`src/design/cvd_pkg.sv`:
```
// Shared types, constants and position helpers for the charlieplexed voltage display.
package cvd_pkg;

    localparam int PIN_W      = 7;   // charlieplex pins
    localparam int ROW_OUT_W  = 3;
    localparam int POS_W      = 5;
    localparam int VALUE_W    = 16;
    localparam int CMD_W      = 2;
    localparam int COUNT_W    = 8;
    localparam int DIGIT_SEGS = 7;
    localparam int NUM_DIGITS = 3;
    localparam int GLYPH_W    = 4;
    localparam int ROW_PINS   = 6;   // positions per row
    localparam logic [POS_W-1:0] POS_MAX = 5'd30;

    localparam int APB_ADDR_W = 4;
    localparam int APB_DATA_W = 32;

    localparam logic [POS_W-1:0]   VOLT_MARK_RESET  = 5'd21;
    localparam logic [POS_W-1:0]   POINT_MARK_RESET = 5'd22;
    localparam logic [COUNT_W-1:0] REFRESH_RESET    = 8'd60;

    localparam logic [GLYPH_W-1:0] DASH_GLYPH = 4'd10;

    localparam logic [DIGIT_SEGS-1:0] SEG_FONT [11] = '{
        7'h3f, 7'h06, 7'h5b, 7'h4f, 7'h66, 7'h6d, 7'h7d, 7'h07, 7'h7f, 7'h6f, 7'h40
    };

    // reciprocal constants: floor(v*M >> S) is exact for any 16-bit v
    localparam logic [16:0] RECIP_10   = 17'd52429;
    localparam int          SHIFT_10   = 19;
    localparam logic [16:0] RECIP_100  = 17'd83887;
    localparam int          SHIFT_100  = 23;
    localparam logic [16:0] RECIP_1000 = 17'd67109;
    localparam int          SHIFT_1000 = 26;

    typedef enum logic [CMD_W-1:0] {
        CMD_TICK  = 2'd0,
        CMD_VALUE = 2'd1,
        CMD_DASH  = 2'd2
    } cmd_t;

    typedef enum logic [1:0] {
        REG_VOLT_MARK  = 2'd0,
        REG_POINT_MARK = 2'd1,
        REG_REFRESH    = 2'd2
    } reg_idx_t;

    typedef struct packed {
        logic [POS_W-1:0]   volt_mark_pos;
        logic [POS_W-1:0]   point_mark_pos;
        logic [COUNT_W-1:0] refresh_limit;
    } cfg_t;

    // row of a display position (p / 6)
    function automatic logic [2:0] pos_row(input logic [POS_W-1:0] p);
        logic [2:0] r;
        if (p >= 5'd30)      r = 3'd5;
        else if (p >= 5'd24) r = 3'd4;
        else if (p >= 5'd18) r = 3'd3;
        else if (p >= 5'd12) r = 3'd2;
        else if (p >= 5'd6)  r = 3'd1;
        else                 r = 3'd0;
        return r;
    endfunction

    // pin of a display position: column, skipping the row's own pin
    function automatic logic [2:0] pos_pin(input logic [POS_W-1:0] p);
        logic [2:0]       r;
        logic [POS_W-1:0] col;
        r   = pos_row(p);
        col = p - (POS_W'(r) * 5'd6);
        return (col[2:0] < r) ? col[2:0] : col[2:0] + 3'd1;
    endfunction

endpackage

```
`src/design/cvd_if.sv`:
```
// Valid/ready channel interfaces: command words in, pin scan words out.
interface cvd_cmd_if;
    import cvd_pkg::*;
    logic                 valid;
    logic                 ready;
    logic [CMD_W-1:0]     command;
    logic [VALUE_W-1:0]   value;

    modport source (output valid, output command, output value, input ready);
    modport sink   (input valid, input command, input value, output ready);
endinterface

interface cvd_scan_if;
    import cvd_pkg::*;
    logic                 valid;
    logic                 ready;
    logic [PIN_W-1:0]     pin_level;
    logic [PIN_W-1:0]     pin_enable;
    logic [ROW_OUT_W-1:0] row;

    modport source (output valid, output pin_level, output pin_enable, output row, input ready);
    modport sink   (input valid, input pin_level, input pin_enable, input row, output ready);
endinterface

```
`src/design/cvd_apb_regs.sv`:
```
// APB configuration registers: mark positions and forced refresh limit.
module cvd_apb_regs
    import cvd_pkg::*;
(
    input  logic                  clk,
    input  logic                  rst_n,
    input  logic                  psel,
    input  logic                  penable,
    input  logic                  pwrite,
    input  logic [APB_ADDR_W-1:0] paddr,
    input  logic [APB_DATA_W-1:0] pwdata,
    output logic [APB_DATA_W-1:0] prdata,
    output logic                  pready,
    output cfg_t                  cfg
);

    logic [POS_W-1:0]   volt_mark_reg;
    logic [POS_W-1:0]   point_mark_reg;
    logic [COUNT_W-1:0] refresh_limit_reg;
    logic               wr_en;
    reg_idx_t           idx;

    assign pready = 1'b1;
    assign wr_en  = psel && penable && pwrite;
    assign idx    = reg_idx_t'(paddr[3:2]);

    always_ff @(posedge clk or negedge rst_n)
    begin
        if (!rst_n)
        begin
            volt_mark_reg     <= VOLT_MARK_RESET;
            point_mark_reg    <= POINT_MARK_RESET;
            refresh_limit_reg <= REFRESH_RESET;
        end
        else if (wr_en)
        begin
            case (idx)
                REG_VOLT_MARK:  volt_mark_reg     <= pwdata[POS_W-1:0];
                REG_POINT_MARK: point_mark_reg    <= pwdata[POS_W-1:0];
                REG_REFRESH:    refresh_limit_reg <= pwdata[COUNT_W-1:0];
                default:        ;
            endcase
        end
    end

    always_comb
    begin
        case (idx)
            REG_VOLT_MARK:  prdata = APB_DATA_W'(volt_mark_reg);
            REG_POINT_MARK: prdata = APB_DATA_W'(point_mark_reg);
            REG_REFRESH:    prdata = APB_DATA_W'(refresh_limit_reg);
            default:        prdata = '0;
        endcase
    end

    assign cfg.volt_mark_pos  = volt_mark_reg;
    assign cfg.point_mark_pos = point_mark_reg;
    assign cfg.refresh_limit  = refresh_limit_reg;

endmodule

```
`src/design/cvd_render.sv`:
```
// Frame redraw: splits the value into digits and paints glyphs and marks into the rows.
module cvd_render
    import cvd_pkg::*;
#(
    parameter int NUM_ROWS = 5
)
(
    input  logic [PIN_W-1:0]   frame_in  [NUM_ROWS],
    input  logic [VALUE_W-1:0] value,
    input  logic               dash,
    input  cfg_t               cfg,
    output logic [PIN_W-1:0]   frame_out [NUM_ROWS]
);

    logic [32:0]           prod10;
    logic [32:0]           prod100;
    logic [32:0]           prod1000;
    logic [12:0]           q10;
    logic [9:0]            q100;
    logic [6:0]            q1000;
    logic [VALUE_W-1:0]    rem_ones;
    logic [12:0]           rem_tens;
    logic [9:0]            rem_hund;
    logic [GLYPH_W-1:0]    digit [NUM_DIGITS];
    logic [DIGIT_SEGS-1:0] glyph [NUM_DIGITS];

    assign prod10   = 33'(value) * 33'(RECIP_10);
    assign prod100  = 33'(value) * 33'(RECIP_100);
    assign prod1000 = 33'(value) * 33'(RECIP_1000);
    assign q10      = 13'(prod10 >> SHIFT_10);
    assign q100     = 10'(prod100 >> SHIFT_100);
    assign q1000    = 7'(prod1000 >> SHIFT_1000);

    assign rem_ones = value - (VALUE_W'(q10) * 16'd10);
    assign rem_tens = q10 - (13'(q100) * 13'd10);
    assign rem_hund = q100 - (10'(q1000) * 10'd10);

    // digit 0 is hundreds (mod 10), digit 2 is ones
    assign digit[0] = rem_hund[GLYPH_W-1:0];
    assign digit[1] = rem_tens[GLYPH_W-1:0];
    assign digit[2] = rem_ones[GLYPH_W-1:0];

    always_comb
    begin
        for (int d = 0; d < NUM_DIGITS; d++)
        begin
            glyph[d] = dash ? SEG_FONT[DASH_GLYPH] : SEG_FONT[digit[d]];
        end
    end

    always_comb
    begin
        logic [POS_W-1:0] p;
        logic [2:0]       pr;
        logic [2:0]       vrow;
        logic [2:0]       prow;
        logic             vok;
        logic             pok;

        for (int r = 0; r < NUM_ROWS; r++)
        begin
            frame_out[r] = frame_in[r];
        end

        for (int d = 0; d < NUM_DIGITS; d++)
        begin
            for (int s = 0; s < DIGIT_SEGS; s++)
            begin
                p  = POS_W'(d * DIGIT_SEGS + s);
                pr = pos_row(p);
                for (int r = 0; r < NUM_ROWS; r++)
                begin
                    if (pr == 3'(r))
                    begin
                        frame_out[r][r]          = 1'b0;
                        frame_out[r][pos_pin(p)] = glyph[d][s];
                    end
                end
            end
        end

        // marks land after the digits; point mark wins a shared position
        vrow = pos_row(cfg.volt_mark_pos);
        prow = pos_row(cfg.point_mark_pos);
        vok  = cfg.volt_mark_pos <= POS_MAX;
        pok  = cfg.point_mark_pos <= POS_MAX;
        for (int r = 0; r < NUM_ROWS; r++)
        begin
            if (vok && vrow == 3'(r))
            begin
                frame_out[r][r]                         = 1'b0;
                frame_out[r][pos_pin(cfg.volt_mark_pos)] = !dash;
            end
        end
        for (int r = 0; r < NUM_ROWS; r++)
        begin
            if (pok && prow == 3'(r))
            begin
                frame_out[r][r]                          = 1'b0;
                frame_out[r][pos_pin(cfg.point_mark_pos)] = !dash;
            end
        end
    end

endmodule

```
`src/design/charlieplex_voltage_display_top.sv`:
```
// Top level of the charlieplexed three-digit voltage display driver.
//
// Takes one command word per cycle with no bubbles: a dash word, or a jumping
// or forced value word, updates the frame rows at the edge it is accepted, and
// a scan tick loads the output register with the current row's pin levels and
// enables, so a tick issued right after a redraw already sees the new frame.
// Throughput is one word per clock, limited only by the single output register:
// any word stalls while an earlier scan word is still held there and the sink
// is not ready. An accepted tick's scan word shows in the next cycle. Digits
// come from reciprocal multiplies on the value, all within the accepting cycle.
module charlieplex_voltage_display_top
    import cvd_pkg::*;
#(
    parameter int NUM_ROWS = 5
)
(
    input  logic                  clk,
    input  logic                  rst_n,
    cvd_cmd_if.sink               cmd,
    cvd_scan_if.source            scan,
    input  logic                  psel,
    input  logic                  penable,
    input  logic                  pwrite,
    input  logic [APB_ADDR_W-1:0] paddr,
    input  logic [APB_DATA_W-1:0] pwdata,
    output logic [APB_DATA_W-1:0] prdata,
    output logic                  pready
);

    localparam int RW = $clog2(NUM_ROWS);

    cfg_t cfg;

    logic [PIN_W-1:0]     frame_reg [NUM_ROWS];
    logic [PIN_W-1:0]     frame_next [NUM_ROWS];
    logic [RW-1:0]        scan_row_reg;
    logic [VALUE_W-1:0]   last_value_reg;
    logic [COUNT_W-1:0]   stable_count_reg;
    logic [COUNT_W-1:0]   stable_count_next;
    logic                 out_valid_reg;
    logic [PIN_W-1:0]     pin_level_reg;
    logic [PIN_W-1:0]     pin_enable_reg;
    logic [ROW_OUT_W-1:0] row_reg;

    logic                 accept;
    cmd_t                 cmd_code;
    logic                 is_tick;
    logic                 is_value;
    logic                 is_dash;
    logic [VALUE_W:0]     v_ext;
    logic [VALUE_W:0]     last_ext;
    logic                 big_change;
    logic [COUNT_W-1:0]   count_inc;
    logic                 forced;
    logic                 draw;
    logic [PIN_W-1:0]     scan_word;

    cvd_apb_regs u_regs (
        .clk     (clk),
        .rst_n   (rst_n),
        .psel    (psel),
        .penable (penable),
        .pwrite  (pwrite),
        .paddr   (paddr),
        .pwdata  (pwdata),
        .prdata  (prdata),
        .pready  (pready),
        .cfg     (cfg)
    );

    cvd_render #(.NUM_ROWS(NUM_ROWS)) u_render (
        .frame_in  (frame_reg),
        .value     (cmd.value),
        .dash      (is_dash),
        .cfg       (cfg),
        .frame_out (frame_next)
    );

    assign cmd.ready = !out_valid_reg || scan.ready;
    assign accept    = cmd.valid && cmd.ready;
    assign cmd_code  = cmd_t'(cmd.command);

    always_comb
    begin
        is_tick  = 1'b0;
        is_value = 1'b0;
        is_dash  = 1'b0;
        case (cmd_code)
            CMD_TICK:  is_tick  = 1'b1;
            CMD_VALUE: is_value = 1'b1;
            CMD_DASH:  is_dash  = 1'b1;
            default:   ;
        endcase
    end

    // redraw on a dash, on a jump of more than one count, or after too many quiet values
    assign v_ext      = {1'b0, cmd.value};
    assign last_ext   = {1'b0, last_value_reg};
    assign big_change = (v_ext > last_ext + 17'd1) || (last_ext > v_ext + 17'd1);
    assign count_inc  = stable_count_reg + 8'd1;
    assign forced     = count_inc > cfg.refresh_limit;
    assign draw       = accept && ((is_value && (big_change || forced)) || is_dash);

    always_comb
    begin
        stable_count_next = stable_count_reg;
        if (accept && is_value && !big_change)
        begin
            stable_count_next = forced ? '0 : count_inc;
        end
    end

    assign scan_word = frame_reg[scan_row_reg];

    always_ff @(posedge clk or negedge rst_n)
    begin
        if (!rst_n)
        begin
            for (int r = 0; r < NUM_ROWS; r++)
            begin
                frame_reg[r] <= ~(PIN_W'(1) << r);
            end
            scan_row_reg     <= '0;
            last_value_reg   <= '0;
            stable_count_reg <= '0;
            out_valid_reg    <= 1'b0;
        end
        else
        begin
            if (draw)
            begin
                frame_reg <= frame_next;
            end
            stable_count_reg <= stable_count_next;
            if (accept && is_value)
            begin
                last_value_reg <= cmd.value;
            end
            if (accept && is_tick)
            begin
                out_valid_reg <= 1'b1;
                scan_row_reg  <= (scan_row_reg == RW'(NUM_ROWS - 1)) ? '0 : scan_row_reg + 1'b1;
            end
            else if (scan.ready)
            begin
                out_valid_reg <= 1'b0;
            end
        end
    end

    // scan word payload
    always_ff @(posedge clk)
    begin
        if (accept && is_tick)
        begin
            pin_level_reg  <= scan_word;
            pin_enable_reg <= scan_word | (PIN_W'(1) << scan_row_reg);
            row_reg        <= ROW_OUT_W'(scan_row_reg);
        end
    end

    assign scan.valid      = out_valid_reg;
    assign scan.pin_level  = pin_level_reg;
    assign scan.pin_enable = pin_enable_reg;
    assign scan.row        = row_reg;

endmodule
```
`src/flat_wrapper.sv`:
```
// flat-port wrapper written by rule: the top's interface ports become plain ports
module charlieplex_voltage_display_top_flat import cvd_pkg::*;
#(
    parameter int NUM_ROWS = 5
)
  (clk, rst_n, psel, penable, pwrite, paddr, pwdata, prdata, pready, cmd_valid, cmd_command, cmd_value, cmd_ready, scan_valid, scan_pin_level, scan_pin_enable, scan_row, scan_ready);
  cvd_cmd_if cmd_i ();
  cvd_scan_if scan_i ();
  input  logic clk;
  input  logic rst_n;
  input  logic psel;
  input  logic penable;
  input  logic pwrite;
  input  logic [APB_ADDR_W-1:0] paddr;
  input  logic [APB_DATA_W-1:0] pwdata;
  output logic [APB_DATA_W-1:0] prdata;
  output logic pready;
  input wire logic [$bits(cmd_i.valid)-1:0] cmd_valid;
  input wire logic [$bits(cmd_i.command)-1:0] cmd_command;
  input wire logic [$bits(cmd_i.value)-1:0] cmd_value;
  output wire logic [$bits(cmd_i.ready)-1:0] cmd_ready;
  output wire logic [$bits(scan_i.valid)-1:0] scan_valid;
  output wire logic [$bits(scan_i.pin_level)-1:0] scan_pin_level;
  output wire logic [$bits(scan_i.pin_enable)-1:0] scan_pin_enable;
  output wire logic [$bits(scan_i.row)-1:0] scan_row;
  input wire logic [$bits(scan_i.ready)-1:0] scan_ready;
  assign cmd_i.valid = cmd_valid;
  assign cmd_i.command = cmd_command;
  assign cmd_i.value = cmd_value;
  assign cmd_ready = cmd_i.ready;
  assign scan_valid = scan_i.valid;
  assign scan_pin_level = scan_i.pin_level;
  assign scan_pin_enable = scan_i.pin_enable;
  assign scan_row = scan_i.row;
  assign scan_i.ready = scan_ready;
  charlieplex_voltage_display_top #(.NUM_ROWS(NUM_ROWS)) u_core (.clk(clk), .rst_n(rst_n), .cmd(cmd_i), .scan(scan_i), .psel(psel), .penable(penable), .pwrite(pwrite), .paddr(paddr), .pwdata(pwdata), .prdata(prdata), .pready(pready));
endmodule
```
`config.mk`:
```
export PLATFORM = sky130hd
export DESIGN_NAME = charlieplex_voltage_display_top_flat
export DESIGN_NICKNAME = d
export VERILOG_FILES = /design/src/design/cvd_pkg.sv /design/src/design/cvd_if.sv /design/src/design/cvd_apb_regs.sv /design/src/design/cvd_render.sv /design/src/design/charlieplex_voltage_display_top.sv /design/src/flat_wrapper.sv
export SDC_FILE = /design/constraint.sdc
export NUM_CORES = 1
export LEC_CHECK = 0
export ABC_AREA = 1
export BUFFER_PORTS_ARGS = -buffer_cell sky130_fd_sc_hd__buf_2
export CAP_MARGIN = 20
export CORE_ASPECT_RATIO = 1.4
export CORE_MARGIN = 2
export CORE_UTILIZATION = 65
export DETAILED_ROUTE_END_ITERATION = 8
export HOLD_SLACK_MARGIN = 0.02
export PLACE_DENSITY = 0.84
export SETUP_SLACK_MARGIN = 0.2
export SLEW_MARGIN = 10
export SYNTH_ARGS = -nofsm -noshare
export SYNTH_HDL_FRONTEND = slang
export SYNTH_SLANG_ARGS = --single-unit
```
`constraint.sdc`:
```
create_clock -name clk -period 8.8 [get_ports clk]
set_input_delay 0.44 -clock clk [delete_from_list [all_inputs] [get_ports clk]]
set_output_delay 0.44 -clock clk [all_outputs]
set_load 0.03 [all_outputs]
```
# Word-level counts from Yosys, hierarchy flattened
# Memory sizes are Yosys's and may differ from the RTL's.
# Index checks and enable logic that the tools add are counted.
classes:
  add_sub_neg: 27
  n_mul: 16
  order_cmp: 49
  eq_ne: 13
  n_shift: 1
  mux: 90
  n_bitwise: 5
  reduce_logical: 45
op_table:
  columns: ["operator", "count"]
  rows:
  - ["$mux W7", 21]
  - ["$mux W3", 28]
  - ["$bwmux W7", 10]
  - ["$mul A16 B17 Y33 const B", 2]
  - ["$ge A5 B5 Y1 const B", 9]
  - ["$lt A3 B4 Y1 const B", 10]
  - ["$add A16 B1 Y17 const B", 2]
  - ["$gt A16 B17 Y1", 2]
  - ["$add A3 B1 Y3 const B", 11]
  - ["$mul A16 B16 Y32 const B", 1]
  - ["$demux W1 S3", 10]
  - ["$ge A3 B1 Y1 const B", 10]
  - ["$lt A3 B3 Y1", 10]
  - ["$mul A3 B2 Y2 const B", 10]
  - ["$sub A3 B3 Y3", 10]
  - ["$logic_and A1 B1 Y1", 28]
  - ["$pmux W8 S3", 1]
  - ["$bmux W7 S3", 1]
  - ["$mux W1", 17]
  - ["$not A4 Y5", 3]
  - ["$mul A13 B3 Y3 const B", 1]
  - ["$eq A3 B2 Y1 const B", 4]
  - ["$sub A4 B4 Y4", 3]
  - ["$ge A5 B3 Y1 const B", 2]
  - ["22 further kinds", 40]
totals:
  reg_bits: 98
  romBits: 336
  output_inout_bits: 52
  elab_cells: 265
  mem_count: 3
memory_table:
  columns: ["memory", "words", "word_bits", "read_ports", "rd_clocked_by_memory_dff", "wr", "line", "source"]
  rows:
  - ["(name not given)", 16, 7, 1, 0, 0, "cvd_render.sv:47", "glyph[d] = dash ? SEG_FONT[DASH_GLYPH] : SEG_FONT[digit[d]];"]
  - ["(name not given)", 16, 7, 1, 0, 0, "cvd_render.sv:47", null]
  - ["(name not given)", 16, 7, 1, 0, 0, "cvd_render.sv:47", null]

# Depth between registers and ports, before layout
logic_depth:
  word_depth: 21
  depth_mapped: 37
  ltp_nobuf: 37

# By module
# From an unflattened synthesis, not the netlist that was laid out.
hier_totals:
  cells_unflattened: 2603
  hier_area_um2: 19897.8
modules_own_cells:
  columns: ["module", "n_inst", "cells_each", "area_each_um2", "seq_area_each_um2"]
  rows:
  - ["cvd_render", 1, 1825, 13679.4, 0.0]
  - ["charlieplex_voltage_display_top", 1, 635, 5132.4, 2124.5]
  - ["cvd_apb_regs", 1, 143, 1086.0, 462.9]

# Least setup slack after synthesis
# No wires, ideal clock.
synth_timing:
  kind: "input -> register"
  startpoint: "input port cmd_value[13]"
  endpoint: "register u_core.frame_reg[23] in the netlist's numbering"
  setup_ns: 0.075
  arrival_time_ns: 6.210
  slack_ns: 2.514
  stages: 30
  path_buffers: 1
  cell_sequence: "fa_1 inv_1 fa_1 inv_1 fa_1 fa_1 fa_1 inv_1 fa_1 inv_1 ha_1 nand2_1 nor2_1 nand3_1 nor2_1 nand2_1 nand3_1 nand2_1 nand2_1 inv_1 ha_1 fa_1 clkbuf_1 nand2_1 o21ai_0 nand3_1 nand3_1 nand2_1 nand2_1 nand2_1"
synth_via:
  elab_chain_len: 12
  elab_cells_between_ends: 21
synth_rtl:
  columns: ["item", "line", "source"]
  rows:
  - ["from (decl)", "flat_wrapper.sv:20", "input wire logic [$bits(cmd_i.value)-1:0] cmd_value;"]
  - ["$mul A16 B17 Y33", "cvd_render.sv:28", "assign prod100 = 33'(value) * 33'(RECIP_100);"]
  - ["$mul A10 B3 Y3", "cvd_render.sv:35", "assign rem_tens = q10 - (13'(q100) * 13'd10);"]
  - ["$sub A4 B4 Y4", "cvd_render.sv:35", null]
  - ["$not A4 Y5 (not written as such)", "cvd_render.sv:47", null]
  - ["$mem_v2 Z16 W7", null, null]
  - ["$mux W7 (not written as such) (2 in a row)", "cvd_render.sv:47", null]
  - ["$mux W7", "cvd_render.sv:47", null]
  - ["$bwmux W7", "cvd_render.sv:92", "frame_out[r][pos_pin(cfg.volt_mark_pos)] = !dash;"]
  - ["$mux W7", "cvd_render.sv:89", "if (vok && vrow == 3'(r))"]
  - ["$bwmux W7", "cvd_render.sv:100", "frame_out[r][pos_pin(cfg.point_mark_pos)] = !dash;"]
  - ["$mux W7", "cvd_render.sv:97", "if (pok && prow == 3'(r))"]
  - ["to (signal, indexed assignment)", "charlieplex_voltage_display_top.sv:121", "frame_reg[r] <= ~(PIN_W'(1) << r);"]
  - ["to (signal assigned)", "charlieplex_voltage_display_top.sv:132", "frame_reg <= frame_next;"]
  - ["to (decl)", "charlieplex_voltage_display_top.sv:34", "logic [PIN_W-1:0] frame_reg [NUM_ROWS];"]
# Several ways; a longest one is shown, not always the timed one. The select of a mux whose other input is x is not followed.
# A chain may end at the register's enable or synchronous reset.

# Worst setup path in the final report
layout_timing:
  startpoint: "input port cmd_value[8]"
  endpoint: "register u_core.frame_reg[17] in the netlist's numbering"
layout_via:
  elab_chain_len: 12
  elab_cells_between_ends: 20
layout_rtl:
  columns: ["item", "line", "source"]
  rows:
  - ["$mul A16 B16 Y32", "cvd_render.sv:27", "assign prod10 = 33'(value) * 33'(RECIP_10);"]
  - ["$mul A13 B3 Y3", "cvd_render.sv:34", "assign rem_ones = value - (VALUE_W'(q10) * 16'd10);"]
  - ["$sub A4 B4 Y4", "cvd_render.sv:34", null]
  - ["$not A4 Y5 (not written as such)", "cvd_render.sv:47", null]
  - ["$mem_v2 Z16 W7", null, null]
  - ["$mux W7 (not written as such) (2 in a row)", "cvd_render.sv:47", null]
  - ["$mux W7", "cvd_render.sv:47", null]
  - ["$bwmux W7", "cvd_render.sv:92", null]
  - ["$mux W7", "cvd_render.sv:89", null]
  - ["$bwmux W7", "cvd_render.sv:100", null]
  - ["$mux W7", "cvd_render.sv:97", null]
# Several ways; a longest one is shown, not always the timed one. The select of a mux whose other input is x is not followed.

==> results.md <==
- Area grow syn2layout: 5.31%
- Nets: 3227
- Post-route ant nets: 0
- Gpl congestion: 1.02
- Startpoint types: input port
- Seq/Total Area, Yosys: 0.133
- Crit path buffers/inverters: 6
- Post-synth EDFFs: 17
- Commonest non-fill, non-tap cell in the layout: inv_1
- DRC Markers: 0
- Worst setup margin: 1.51 ns
- CP Capture Type: flip-flop
- N_diodes: 0
- Initial antenna violation count: 0
- FFs w/ async S/R, synth: 0.827
- Final slew viol count: 0
- Number of global-route vias before repair: 17400
- Post-synthesis area per instance: 7.69 um2
- Crit-path max FO: 7
- Status: complete, no violations
- Width of the die: 150 um
- GRT Total Usage: 0.365
- Max transition margin: 0.309
- Core footprint: 29700 um2
- Vias per Instance: 5.62
- Mapped Cells: 2532
- Pre-CTS WS: 1.26 ns
- Most frequent cells in the layout: 607 x inv_1, 563 x nand2_1, 362 x ha_1
- IO Pins: 113
- First-pass iteration count of the detailed router: 5
- CTS clk-pin slew, worst paths: 0.07 ns
- Clk_lat worst skew: 0.39 ns
- Largest register FFs: 35
- Synth Flop Type: dfrtp_1
- Period minus WS final: 7.29 ns
- Max Cap Viol: 0
- Critical path arrival: 7.61 ns
- CTS tree: built
- Htree depth: 3
- Worst Clk Skew: 0.0112 ns
- PortBufs: 61
- CTS buffer count: 9
- Routed WL: 55.0 mm
- Share of cells above drive strength 1: 0.0645
- Unrepaired setup endpoints after global routing: no
- Slowest CP cell: ha_1
- Final instance area: 20500 um2
- Routed WL per cell: 18.4 um
- Worst-case clock buffer depth: 2
- Largest net degree at the start of global routing: 72
- Detail Placement HPWL: 45.6 mm
- Root buffer cell: clkbuf_16
- Mapped Area: 19500 um2
- TNS Setup: 0 ns
- Yosys warning total: 0
- Die area: 31400 um2
- Die Ht: 209 um
- # rows: 75
- CP most frequent cell: nand2_1
- First-pass GRT wire length: 86.8 mm
- Post-synthesis register bit count: 98
- Via count: 16800
- Final worst path period share: 0.829
- Worst Tran Pin Value: 1.04 ns
- Sink Count: 98
- Top Family by Delay on Critical Path: adder cells
- Initial Utilization: 0.655
- Worst EP required: 9.12 ns
- Kind of critical path: input port to flip-flop
- Hold Violations, Final: 0
- Synth cell types: 52
- CP max stage delay: 0.66 ns
- Congestion Overflow GR: 0
- HP Class: input port to flip-flop
- Iter 0 DRT Violations: 965
- Area after DPL: 20200 um2
- # setup viols final: 0
- Setup repair bufs after CTS: 0
- Fmax: 137 MHz
==> repair_timing <==
action | CTS | global route
hold endpoints to repair | 4 | 0
hold buffers | 1 | 0
resized for setup | 0 | 0
==> logic make-up (layout without fill, tap and decap cells) <==
group / count (synthesis) / after routing / synth area share
and+or+nand+nor: 911 / 911 / 0.196
DFF: 98 / 98 / 0.133
xor gates and xnor gates: 49 / 49 / 0.0224
other: 2 / 25 / 0.000386
adders and majority gates: 568 / 568 / 0.444
AOI/OAI and AO/OA: 247 / 247 / 0.0715
buffers and inverters: 657 / 705 / 0.133
==> area by class of cell <==
type / instances / area [um2]
multi-input cells: 1800 / 14400
inverters: 610 / 2290
repair buffers: 79 / 445
fillers: 2474 / 9230
clock inverters: 7 / 78.8
well taps: 385 / 482
clock buffers: 9 / 225
flip-flops and latches: 98 / 2590
==> synthesized netlist by cell type (2+ instances only) <==
cell	instances	area share
nand3b_1	6	0.0023
xor2_1	37	0.017
a21oi_1	92	0.024
buf_4	26	0.010
buf_6	2	0.0012
nor4_1	3	0.00096
buf_2	2	0.00051
xnor2_1	11	0.0049
nor3_1	14	0.0036
conb_1	2	0.00039
edfxtp_1	17	0.026
a21o_1	9	0.0035
fa_1	206	0.21
o31ai_1	2	0.00077
ha_1	362	0.23
o211ai_1	12	0.0046
nor2_1	130	0.025
nand2_1	563	0.11
nand2_2	11	0.0035
dfrtp_1	41	0.053
nor2_2	9	0.0029
nand3_2	4	0.0021
a22oi_1	2	0.00077
nand3_1	130	0.033
dfstp_2	40	0.054
o21ai_1	13	0.0033
nand2_4	2	0.0012
clkbuf_1	15	0.0029
o21ai_0	88	0.023
a221o_1	7	0.0036
inv_1	607	0.12
a31oi_1	5	0.0016
nand4_1	35	0.011
o21bai_1	9	0.0035
==> worst paths after layout <==
kind / endpoint / start / slack, ns / cells after the start
max: u_core.frame_reg[17] / cmd_value[8] / 1.51 / 30
min: u_core.u_regs.refresh_limit_reg[5] / pwdata[5] / 0.29 / 3
max reg2reg: u_core.frame_reg[32] / u_core.last_value_reg[1] / 4.68 / 23
min reg2reg: u_core.frame_reg[14] / u_core.frame_reg[14] / 0.47 / 2
max in group asynchronous: u_core.u_regs.point_mark_reg[3] / rst_n / 7.23 / 3
min in group asynchronous: u_core.scan_row_reg[1] / rst_n / 0.42 / 2
==> per-stage QoR <==
step	cells	utilization	hold WS, ns
floorplan	2555	-	0.144
global placement	2971	0.679	0.278
detailed placement	2971	0.679	0.281
CTS	2988	0.690	0.283
global route	2988	0.690	0.317
finish	2988	0.690	0.293
==> tightest hold or removal path: stages <==
cell and delay, ns:
buf_2 0.10, nor2_1 0.09, a21oi_1 0.05
==> per-layer routing <==
metal | GRT usage | up-vias | share of wire
met5 | 0 | - | 0
met4 | 0.300 | 0 | 0.10
met3 | 0.0448 | 265 | 0.054
met2 | 0.639 | 629 | 0.50
met1 | 0.384 | 7936 | 0.35
li1 | - | 7975 | -
Power is left out: the tool's default activity adds up to more than one toggle a clock period on the data nets, which glitch-free logic cannot reach.
